<file path="config.mk">
export PLATFORM = sky130hd
export DESIGN_NAME = abg_back
export DESIGN_NICKNAME = d
export VERILOG_FILES = /design/src/hw/rtl/abg_pkg.sv /design/src/hw/rtl/abg_back.sv
export SDC_FILE = /design/constraint.sdc
export NUM_CORES = 2
export LEC_CHECK = 0
export BUFFER_PORTS_ARGS = -buffer_cell sky130_fd_sc_hd__buf_2
export CELL_PAD_IN_SITES_DETAIL_PLACEMENT = 0
export CELL_PAD_IN_SITES_GLOBAL_PLACEMENT = 1
export CORE_UTILIZATION = 45
export CTS_BUF_LIST = sky130_fd_sc_hd__clkbuf_4 sky130_fd_sc_hd__clkbuf_8 sky130_fd_sc_hd__clkbuf_16
export DETAILED_ROUTE_END_ITERATION = 10
export HOLD_SLACK_MARGIN = 0.03
export PLACE_DENSITY_LB_ADDON = 0.12
export SLEW_MARGIN = 10
export SYNTH_ARGS = -nofsm -noshare
export SYNTH_HDL_FRONTEND = slang
export SYNTH_SLANG_ARGS = --single-unit
</file>
<file path="constraint.sdc">
create_clock -name clk_i -period 14.05 [get_ports clk_i]
set_input_delay 0.7025 -clock clk_i [delete_from_list [all_inputs] [get_ports clk_i]]
set_output_delay 0.7025 -clock clk_i [all_outputs]
set_load 0.05 [all_outputs]
</file>
<file path="src/hw/rtl/abg_pkg.sv">
// ----------------------------------------------------------------------------
// abg_pkg: shared types and constants of the anchor box generator
// Field widths, transaction structs, register indexes and state codes.
// ----------------------------------------------------------------------------
package abg_pkg;

  // Defaults of the top-level parameters.
  localparam int unsigned MaxPriorsDef = 16;
  localparam int unsigned MaxGridDef   = 1024;

  // Field widths.
  localparam int unsigned SlotW    = 4;
  localparam int unsigned SizeW    = 16;
  localparam int unsigned CellW    = 10;
  localparam int unsigned LayerW   = 11;
  localparam int unsigned ImgW     = 13;
  localparam int unsigned OffW     = 8;
  localparam int unsigned StepW    = 16;
  localparam int unsigned CountW   = 5;
  localparam int unsigned CoordW   = 20;
  localparam int unsigned CfgIdxW  = 3;
  localparam int unsigned CfgDataW = 16;

  // Datapath widths.
  localparam int unsigned PosW   = CellW + OffW;      // cell centre, Q.8
  localparam int unsigned ProdAW = PosW + StepW;      // centre times image or step
  localparam int unsigned ProdBW = LayerW + SizeW;    // layer times prior size
  localparam int unsigned DenW   = LayerW + ImgW;     // layer times image
  localparam int unsigned NumW   = 44;                // signed numerator
  localparam int unsigned DivdW  = 42;                // 2|N| + D
  localparam int unsigned DivsW  = DenW + 1;          // 2D
  localparam int unsigned QuoW   = CoordW + 1;        // quotient plus overflow bit
  localparam int unsigned DivSteps = QuoW;
  localparam int unsigned DvsW   = DivsW + QuoW - 1;

  localparam int unsigned QueueDepth = 2;

  localparam logic [CoordW-1:0] CoordOne    = 20'h10000;
  localparam logic [CoordW-1:0] CoordMaxPos = 20'h7FFFF;
  localparam logic [CoordW-1:0] CoordMinNeg = 20'h80000;

  typedef enum logic {
    OP_LOAD = 1'b0,
    OP_CELL = 1'b1
  } op_e;

  typedef enum logic [CfgIdxW-1:0] {
    CFG_CLIP         = 3'd0,
    CFG_OFFSET       = 3'd1,
    CFG_STEP_X       = 3'd2,
    CFG_STEP_Y       = 3'd3,
    CFG_IMG_W        = 3'd4,
    CFG_IMG_H        = 3'd5,
    CFG_PRIOR_COUNT  = 3'd6
  } cfg_idx_e;

  typedef enum logic [2:0] {
    ST_IDLE,
    ST_MUL,
    ST_SUM,
    ST_START,
    ST_DIV,
    ST_EMIT
  } back_state_e;

  typedef struct packed {
    logic              operation;
    logic [SlotW-1:0]  prior_slot;
    logic [SizeW-1:0]  prior_width;
    logic [SizeW-1:0]  prior_height;
    logic [CellW-1:0]  cell_col;
    logic [CellW-1:0]  cell_row;
    logic [LayerW-1:0] map_width;
    logic [LayerW-1:0] map_height;
    logic [ImgW-1:0]   image_width_in;
    logic [ImgW-1:0]   image_height_in;
  } in_item_t;

  typedef struct packed {
    logic [SlotW-1:0]         prior_index;
    logic signed [CoordW-1:0] x_min;
    logic signed [CoordW-1:0] y_min;
    logic signed [CoordW-1:0] x_max;
    logic signed [CoordW-1:0] y_max;
    logic                     last_box;
  } out_item_t;

  typedef struct packed {
    logic              clip_enable;
    logic [OffW-1:0]   center_offset;
    logic [StepW-1:0]  step_x;
    logic [StepW-1:0]  step_y;
    logic [ImgW-1:0]   image_width_set;
    logic [ImgW-1:0]   image_height_set;
    logic [CountW-1:0] prior_count;
  } cfg_t;

  // Classified work item held in the queue between front and back.
  typedef struct packed {
    op_e               op;
    logic [SlotW-1:0]  slot;
    logic [SizeW-1:0]  pw;
    logic [SizeW-1:0]  ph;
    logic [CellW-1:0]  col;
    logic [CellW-1:0]  row;
    logic [LayerW-1:0] lw;
    logic [LayerW-1:0] lh;
    logic [ImgW-1:0]   iw;
    logic [ImgW-1:0]   ih;
  } work_t;

  typedef struct packed {
    logic             start;
    logic [DivdW-1:0] dividend;
    logic [DivsW-1:0] divisor;
  } div_req_t;

  typedef struct packed {
    logic            busy;
    logic [QuoW-1:0] quotient;
  } div_rsp_t;

endpackage

</file>
<file path="src/hw/rtl/abg_back.sv">
// ----------------------------------------------------------------------------
// abg_back: prior table and box sequencer
// Executes queued work: loads write the prior tables, cells step through
// the priors, form four numerators and hand them to the dividers.
// ----------------------------------------------------------------------------
module abg_back #(
  parameter int unsigned MaxPriors = abg_pkg::MaxPriorsDef
) (
  input  logic               clk_i,
  input  logic               rst_ni,
  input  abg_pkg::cfg_t      cfg_i,
  input  logic               q_empty_i,
  input  abg_pkg::work_t     entry_i,
  output logic               pop_o,
  output abg_pkg::div_req_t  div_req_o [4],
  input  abg_pkg::div_rsp_t  div_rsp_i [4],
  output logic               out_valid_o,
  input  logic               out_stall_i,
  output abg_pkg::out_item_t out_data_o
);

  localparam int unsigned TabW = (MaxPriors > 1) ? $clog2(MaxPriors) : 1;

  abg_pkg::back_state_e state_q, state_d;

  logic [abg_pkg::SizeW-1:0]  wtab_q [MaxPriors];
  logic [abg_pkg::SizeW-1:0]  htab_q [MaxPriors];

  abg_pkg::work_t             cell_q;
  logic [abg_pkg::CountW-1:0] cnt_q, s_q, eff_count;
  logic [abg_pkg::ProdAW-1:0] pa_q [2];
  logic [abg_pkg::ProdBW-1:0] pb_q [2];
  logic [abg_pkg::DenW-1:0]   den_q [2];
  logic signed [abg_pkg::NumW-1:0] num_q [4];

  logic                       out_valid_q;
  abg_pkg::out_item_t         out_q;

  logic pop, tab_we, cell_start, div_start, out_load, out_free, last, derived;
  logic [TabW-1:0]            tidx;
  logic [abg_pkg::SizeW-1:0]  bsz [2];
  logic [abg_pkg::PosW-1:0]   pos [2];
  logic [abg_pkg::StepW-1:0]  mult [2];
  logic [abg_pkg::LayerW-1:0] lay [2];
  logic [abg_pkg::ImgW-1:0]   img [2];
  logic [abg_pkg::StepW-1:0]  stp [2];

  // Clamp a rounded quotient into the coordinate range of the active mode.
  function automatic logic [abg_pkg::CoordW-1:0] clamp_coord(
    input logic                     neg,
    input logic [abg_pkg::QuoW-1:0] quo,
    input logic                     clip
  );
    logic                          ovf;
    logic [abg_pkg::CoordW-1:0]    q;
    logic [abg_pkg::CoordW-1:0]    r;
    ovf = quo[abg_pkg::QuoW-1];
    q   = quo[abg_pkg::CoordW-1:0];
    if (neg) begin
      if (clip) begin
        r = '0;
      end else if (ovf || (q > abg_pkg::CoordMinNeg)) begin
        r = abg_pkg::CoordMinNeg;
      end else begin
        r = '0 - q;
      end
    end else begin
      if (clip) begin
        r = (ovf || (q > abg_pkg::CoordOne)) ? abg_pkg::CoordOne : q;
      end else begin
        r = (ovf || q[abg_pkg::CoordW-1]) ? abg_pkg::CoordMaxPos : q;
      end
    end
    return r;
  endfunction

  assign derived   = (cfg_i.step_x == '0) && (cfg_i.step_y == '0);
  assign eff_count = (32'(cfg_i.prior_count) > MaxPriors) ?
                     abg_pkg::CountW'(MaxPriors) : cfg_i.prior_count;
  assign last      = (s_q + 1'b1) == cnt_q;
  assign out_free  = !out_valid_q || !out_stall_i;
  assign tidx      = TabW'(s_q);
  assign pop_o     = pop;

  assign bsz[0] = wtab_q[tidx];
  assign bsz[1] = htab_q[tidx];
  assign pos[0] = {cell_q.col, cfg_i.center_offset};
  assign pos[1] = {cell_q.row, cfg_i.center_offset};
  assign lay[0] = cell_q.lw;
  assign lay[1] = cell_q.lh;
  assign img[0] = cell_q.iw;
  assign img[1] = cell_q.ih;
  assign stp[0] = cfg_i.step_x;
  assign stp[1] = cfg_i.step_y;

  always_comb begin
    for (int a = 0; a < 2; a++) begin
      mult[a] = derived ? abg_pkg::StepW'(img[a]) : stp[a];
    end
  end

  always_comb begin
    state_d    = state_q;
    pop        = 1'b0;
    tab_we     = 1'b0;
    cell_start = 1'b0;
    div_start  = 1'b0;
    out_load   = 1'b0;
    unique case (state_q)
      abg_pkg::ST_IDLE: begin
        if (!q_empty_i) begin
          pop = 1'b1;
          if (entry_i.op == abg_pkg::OP_LOAD) begin
            tab_we = 32'(entry_i.slot) < MaxPriors;
          end else begin
            cell_start = 1'b1;
            if (eff_count != '0) begin
              state_d = abg_pkg::ST_MUL;
            end
          end
        end
      end
      abg_pkg::ST_MUL:   state_d = abg_pkg::ST_SUM;
      abg_pkg::ST_SUM:   state_d = abg_pkg::ST_START;
      abg_pkg::ST_START: begin
        div_start = 1'b1;
        state_d   = abg_pkg::ST_DIV;
      end
      abg_pkg::ST_DIV: begin
        if (!div_rsp_i[0].busy) begin
          state_d = abg_pkg::ST_EMIT;
        end
      end
      abg_pkg::ST_EMIT: begin
        if (out_free) begin
          out_load = 1'b1;
          state_d  = last ? abg_pkg::ST_IDLE : abg_pkg::ST_MUL;
        end
      end
      default: state_d = abg_pkg::ST_IDLE;
    endcase
  end

  // Lanes: 0 left, 1 top, 2 right, 3 bottom; axis is the lane bit 0.
  always_comb begin
    logic [abg_pkg::NumW+1:0] den_e;
    logic [abg_pkg::NumW+1:0] two_n;
    logic [abg_pkg::NumW+1:0] sum;
    for (int l = 0; l < 4; l++) begin
      den_e = (abg_pkg::NumW + 2)'(den_q[l % 2]);
      two_n = {num_q[l][abg_pkg::NumW-1], num_q[l], 1'b0};
      sum   = num_q[l][abg_pkg::NumW-1] ? den_e - two_n : den_e + two_n;
      div_req_o[l].start    = div_start;
      div_req_o[l].dividend = sum[abg_pkg::DivdW-1:0];
      div_req_o[l].divisor  = {den_q[l % 2], 1'b0};
    end
  end

  always_ff @(posedge clk_i or negedge rst_ni) begin
    if (!rst_ni) begin
      state_q     <= abg_pkg::ST_IDLE;
      out_valid_q <= 1'b0;
      cnt_q       <= '0;
      s_q         <= '0;
    end else begin
      state_q <= state_d;
      if (out_load) begin
        out_valid_q <= 1'b1;
      end else if (!out_stall_i) begin
        out_valid_q <= 1'b0;
      end
      if (cell_start) begin
        cnt_q <= eff_count;
        s_q   <= '0;
      end else if (out_load) begin
        s_q <= s_q + 1'b1;
      end
    end
  end

  always_ff @(posedge clk_i) begin
    logic signed [abg_pkg::NumW-1:0] a_s;
    logic signed [abg_pkg::NumW-1:0] b_s;
    logic signed [abg_pkg::NumW-1:0] lo;
    logic signed [abg_pkg::NumW-1:0] hi;
    if (tab_we) begin
      wtab_q[TabW'(entry_i.slot)] <= entry_i.pw;
      htab_q[TabW'(entry_i.slot)] <= entry_i.ph;
    end
    if (cell_start) begin
      cell_q <= entry_i;
    end
    if (state_q == abg_pkg::ST_MUL) begin
      for (int a = 0; a < 2; a++) begin
        pa_q[a]  <= abg_pkg::ProdAW'(pos[a]) * abg_pkg::ProdAW'(mult[a]);
        pb_q[a]  <= derived ? abg_pkg::ProdBW'(lay[a]) * abg_pkg::ProdBW'(bsz[a])
                            : abg_pkg::ProdBW'(bsz[a]);
        den_q[a] <= derived ? abg_pkg::DenW'(lay[a]) * abg_pkg::DenW'(img[a])
                            : abg_pkg::DenW'(img[a]);
      end
    end
    if (state_q == abg_pkg::ST_SUM) begin
      for (int a = 0; a < 2; a++) begin
        a_s = $signed(abg_pkg::NumW'(pa_q[a]));
        b_s = derived ? $signed(abg_pkg::NumW'(pb_q[a]) << 3)
                      : $signed(abg_pkg::NumW'(pb_q[a]) << 7);
        lo  = a_s - b_s;
        hi  = a_s + b_s;
        num_q[a]     <= derived ? (lo <<< 8) : (lo <<< 4);
        num_q[a + 2] <= derived ? (hi <<< 8) : (hi <<< 4);
      end
    end
    if (out_load) begin
      out_q.prior_index <= s_q[abg_pkg::SlotW-1:0];
      out_q.x_min <= clamp_coord(num_q[0][abg_pkg::NumW-1], div_rsp_i[0].quotient,
                                 cfg_i.clip_enable);
      out_q.y_min <= clamp_coord(num_q[1][abg_pkg::NumW-1], div_rsp_i[1].quotient,
                                 cfg_i.clip_enable);
      out_q.x_max <= clamp_coord(num_q[2][abg_pkg::NumW-1], div_rsp_i[2].quotient,
                                 cfg_i.clip_enable);
      out_q.y_max <= clamp_coord(num_q[3][abg_pkg::NumW-1], div_rsp_i[3].quotient,
                                 cfg_i.clip_enable);
      out_q.last_box <= last;
    end
  end

  assign out_valid_o = out_valid_q;
  assign out_data_o  = out_q;

endmodule

</file>
==> Word-level counts from Yosys, hierarchy flattened <==
Memory sizes are Yosys's and may differ from the RTL's.
Index checks and enable logic that the tools add are counted.
{ "classes": {"add_sub_neg": 17, "mul": 6, "order_cmp": 9, "eq_ne": 12, "muxes": 69, "reduce_logical": 22} }
{ "op_table": {"columns": ["cell", "n"], "rows": [
  ["20-bit 2-to-1 mux", 24],
  ["42-bit 2-to-1 mux", 6],
  ["25-bit by 42-bit adder with 42-bit output", 4],
  ["25-bit by 42-bit subtractor with 42-bit output", 4],
  ["43-bit 2-to-1 mux", 2],
  ["20-bit by 17-bit greater-than comparator with 1-bit output (second input constant)", 4],
  ["20-bit greater-than comparator (second input constant)", 4],
  ["1-bit by 20-bit subtractor with 20-bit output (first input constant)", 4],
  ["34-bit by 34-bit adder with 35-bit output", 2],
  ["34-bit by 34-bit subtractor with 35-bit output", 2],
  ["18-bit by 16-bit multiplier with 34-bit output", 2],
  ["34-bit 2-to-1 mux", 2],
  ["11-bit by 16-bit multiplier with 27-bit output", 2],
  ["27-bit 2-to-1 mux", 2],
  ["11-bit by 13-bit multiplier with 24-bit output", 2],
  ["24-bit 2-to-1 mux", 2],
  ["16-bit zero test", 2],
  ["16-bit 2-to-1 mux", 2],
  ["1-bit 2-to-1 mux", 20],
  ["3-bit case mux with 6 select lines", 1],
  ["3-bit 2-to-1 mux", 5],
  ["5-bit 2-to-1 mux", 3],
  ["1-bit logical OR", 13],
  ["2-bit inequality test (second input constant)", 5],
  ["other kinds (13)", 16]
]} }
{ "totals": {"reg_bits": 167, "ramBits": 858, "inputBits": 269, "out_inout_bits": 359, "wordCells": 157, "n_memories": 6} }
{ "memory_table": {"columns": ["memory", "words", "word_bits", "rd", "rd_ports_with_merged_regs", "wr", "line_no", "source"], "rows": [
  ["htab_q", 16, 16, 1, 0, 1, "abg_back.sv:27", "logic [abg_pkg::SizeW-1:0] htab_q [MaxPriors];"],
  ["wtab_q", 16, 16, 1, 0, 1, "abg_back.sv:26", "logic [abg_pkg::SizeW-1:0] wtab_q [MaxPriors];"],
  ["num_q", 4, 44, 4, 0, 4, "abg_back.sv:34", "logic signed [abg_pkg::NumW-1:0] num_q [4];"],
  ["pa_q", 2, 34, 2, 0, 2, "abg_back.sv:31", "logic [abg_pkg::ProdAW-1:0] pa_q [2];"],
  ["pb_q", 2, 27, 2, 0, 2, "abg_back.sv:32", "logic [abg_pkg::ProdBW-1:0] pb_q [2];"],
  ["den_q", 2, 24, 2, 0, 2, "abg_back.sv:33", "logic [abg_pkg::DenW-1:0] den_q [2];"]
]} }

==> Longest topological paths before layout <==
{ "depth": {"word_depth": 7, "depth_mapped": 31, "mapped_depth_nobuf": 28} }

==> Worst setup path before layout <==
Ideal clock, no wire load.
{ "synth_timing": {"path_type": "register to register", "from": "register state_q[1]", "to": "memory den_q[0][0] in the netlist's numbering, enable pin", "setup_ns": 0.908, "arrival_time_ns": 12.117, "required_time_ns": 13.142, "setup_slack_ns": 1.025, "path_stages_with_launch": 3, "n_path_buf": 1, "period_less_slack_ns": 13.025, "cell_sequence": "dfrtp_1 -> clkbuf_1 -> nor3_1"} }
{ "synth_lines": {"columns": ["item", "line_no", "source"], "rows": [
  ["start, declared", "abg_back.sv:24", "abg_pkg::back_state_e state_q, state_d;"],
  ["start signal, assigned", "abg_back.sv:161", "state_q <= abg_pkg::ST_IDLE;"],
  ["start signal, assigned", "abg_back.sv:166", "state_q <= state_d;"],
  ["end, declared", "abg_back.sv:33", null]
]} }

==> reports/results.tsv <==
stage	metric	value	unit
worst_setup_path	r2r-start	s_q[1]$_DFFE_PN0P_	
drt	drc	0	
worst_setup_path	path_class	reg -> reg	
grt	antenna_found_initial	20	
outcome	status	complete, no violations	
timing	skew	0.1058	ns
floorplan	initial_utilization	0.4535	
worst_setup_path	r2r_slack	4.83	ns
timing	whs	0.09560	ns
clocking	cts_tree	done	
timing	fin_crit_sh	0.6565	
timing	period_needed	9.223	ns
synth	synthArstFlopShare	0.01413	
clocking	clk_pin_slew	0.06	ns
clocking	postCtsSetupBuffers	0	
synth	synth-seq-cells	991	
worst_setup_path	reg2reg_to	pb_q[0][24]$_SDFFCE_PP0P_	
floorplan	pin_count	628	
clocking	cts_resized	0	
floorplan	core_region_area	202300	um^2
worst_setup_path	path_cells	buf_4 -> buf_4 -> mux4_2 -> mux4_2 -> and2_1 -> fa_1 -> inv_1 -> fa_1 -> inv_1 -> fa_1 -> inv_1 -> fa_1 -> fa_1 -> inv_1 -> ha_1 -> and4_1 -> nand3_1 -> nand3_1 -> a211oi_1 -> o41ai_1 -> a21oi_1 -> a21oi_1 -> xnor2_1 -> nor2_1	
grt	grt_max_degree	86	
drt	via_per_inst	5.421	
placement	hpwl	197700	um
worst_setup_path	worstPathMaxFanout	49	
min_path	min_to	cell_q[29]$_DFFE_PP_	
grt	grt_pass1_vias	65980	
grt	grt_pass1_wl	397800	um
drt	first_pass_iters	5	
worst_setup_path	required	14.51	ns
min_path	hold_depth	1	
synth	ys.flop_type	edfxtp_1	
synth	ys_seq_area_frac	0.3236	
placement	io_buffers	594	
synth	syn_area_per_cell	10.34	um^2
clocking	cts_max_level	3	
finish	syn2layout_area_growth	10.07	%
clocking	clk_path_buf_depth	3	
finish	drive_above_1_share	0.1198	
timing	slew_violations	0	
clocking	worstSkewPairLatency	0.84	ns
worst_setup_path	critical_path_arrival	9.68	ns
timing	relSlewSlack	0.2012	
drt	avgRoutedWirePerCell	21.76	um
floorplan	die_area	205700	um^2
timing	max_freq	0.1084	GHz
timing	finalSetupViolations	0	
drt	ant_nets	0	
worst_setup_path	path_common_cell	fa_1	
synth	netlist_instances	8872	
synth	synth.largest_area_cell	edfxtp_1	
clocking	cts_hold_buf	48	
synth	synthTopCellsByArea	edfxtp_1 (32%), fa_1 (20%), ha_1 (9.1%)	
job	maxCapViolations	0	
synth	ys.warnings.count	0	
floorplan	die_x	453.5	um
timing	finalHoldViolations	0	
worst_setup_path	cpPeakStageDelay	0.80	ns
timing	fin_setup_tns	0	ns
drt	wl	261200	um
floorplan	rows	165	
worst_setup_path	r2r_cells	24	
timing	tightest_slew	1.195	ns
clocking	cts_buffers	111	
grt	grt_use_total	0.2539	
floorplan	die_h	453.5	um
min_path	hold_class	in -> reg	
finish	nets	11060	
synth	synth_top_area_share	0.3198	
timing	rsz0062_at_grt	false	
drt	drt_iter0_drc	4628	
drt	vias	65070	
worst_setup_path	critPathCaptureType	flop	
worst_setup_path	crit_path_top_delay_cell	dfrtp_4	
grt	grt.overflow.total	0	
placement	gp_congestion	0.9014	
synth	synth_edf_count	977	
synth	synth_cell_types	97	
clocking	root_buffer	clkbuf_16	
min_path	worstHoldStart	entry_i[29]	
worst_setup_path	setup.worst_path.start_class	flop	
clocking	clkSinkCount	991	
synth	netlist_area	91740	um^2
-- layout make-up --
| class | count | area (um^2) |
|---|---|---|
| Antenna cell | 10 | 25.02 |
| Clock inverter | 76 | 864.6 |
| Clock buffer | 127 | 2898 |
| Fill cell | 18640 | 101300 |
| Multi-Input combinational cell | 6274 | 55860 |
| Inverter | 1134 | 4262 |
| Timing Repair Buffer | 719 | 4031 |
| Sequential cell | 991 | 29700 |
| Tap cell | 2672 | 3343 |
-- worst max-delay path: cells and delay by family (launching register included) --
family	cells	cell delay (ns)
simple gates	5	0.83
fa+ha+maj	6	2.81
flops	1	0.80
buf+inv	6	1.65
xor+xnor	1	0.32
mux	2	1.12
compound gates	4	1.21
-- cells by family (layout without fill, tap and decap cells) --
logic type	after synthesis	count (layout)	share of synthesized area
flip-flops	991	991	0.3236
AO/OA/AOI/OAI	1095	1095	0.07661
AND/OR/NAND/NOR	2897	2897	0.1510
multiplexers	234	234	0.04746
other	1	16	0.00004088
adder cells (fa/ha/maj)	1563	1563	0.2863
buffers and inverters	1612	2056	0.06916
XOR/XNOR	479	479	0.04581
-- cell usage after synthesis, types with 129 or more instances --
| cell | instances |
|---|---|
| clkbuf_1 | 363 |
| xnor2_1 | 341 |
| nor2_1 | 423 |
| xor2_1 | 137 |
| mux4_2 | 160 |
| and2_1 | 551 |
| a21o_1 | 129 |
| nor3_1 | 137 |
| edfxtp_1 | 977 |
| o21ai_0 | 226 |
| inv_1 | 1133 |
| fa_1 | 894 |
| ha_1 | 669 |
| nand2_1 | 1303 |
| a21oi_1 | 333 |
-- metal layers --
layer  up-vias  part of all wire  wire [um]  GRT usage
li1      30250                 -          -          -
met1     32820              0.45     118600     0.3539
met2      1725              0.46     121400     0.4141
met3       270             0.053      13730    0.03454
met4         8             0.028       7429    0.07026
met5         -           0.00020         51          0
-- layout by cell type (no fill, tap or decap), types with 111 or more instances in the layout --
master	instances
nand2_1	1303
clkbuf_16	111
xor2_1	137
buf_2	594
a21oi_1	333
inv_1	1131
xnor2_1	341
and2_1	551
a21o_1	129
o21ai_0	226
nor2_1	410
ha_1	669
edfxtp_1	977
fa_1	894
mux4_2	160
nor3_1	132
-- registers in the layout (all words and copies together) (netlist names) --
register	count
pa_q	68
htab_q	256
cell_q	68
pb_q	54
state_q	3
out_valid_o	1
s_q	5
cnt_q	5
num_q	142
out_data_o	85
wtab_q	256
den_q	48
-- stage by stage --
stage                     cell area, um^2  cells  setup WS (ns)    util
final                              101000  12000          4.827  0.4991
after detailed placement            96710  11740          4.396  0.4780
after global placement              96710  11740          4.329  0.4780
after CTS                          101000  11990          4.772  0.4990
after floorplan                     91760   8877          1.025       -
after global routing               101000  12000          4.284  0.4991
-- worst max path at each step --
stage	end	slack, ns	startpoint	cells past startpoint
after detailed placement	pa_q[0][32]$_DFFE_PP_	4.40	cfg_i[61]	24
after global placement	pa_q[0][32]$_DFFE_PP_	4.33	cfg_i[61]	24
final	pb_q[0][24]$_SDFFCE_PP0P_	4.83	s_q[1]$_DFFE_PN0P_	24
after floorplan	den_q[0][0]$_DFFE_PP_	1.03	state_q[1]$_DFFE_PN0P_	2
after global routing	pb_q[0][24]$_SDFFCE_PP0P_	4.28	s_q[0]$_DFFE_PN0P_	25
after CTS	pb_q[0][14]$_DFFE_PP_	4.77	s_q[0]$_DFFE_PN0P_	25
Power is not shown: default switching activity piles up to over one toggle a cycle in this logic, so the estimate is an artifact.
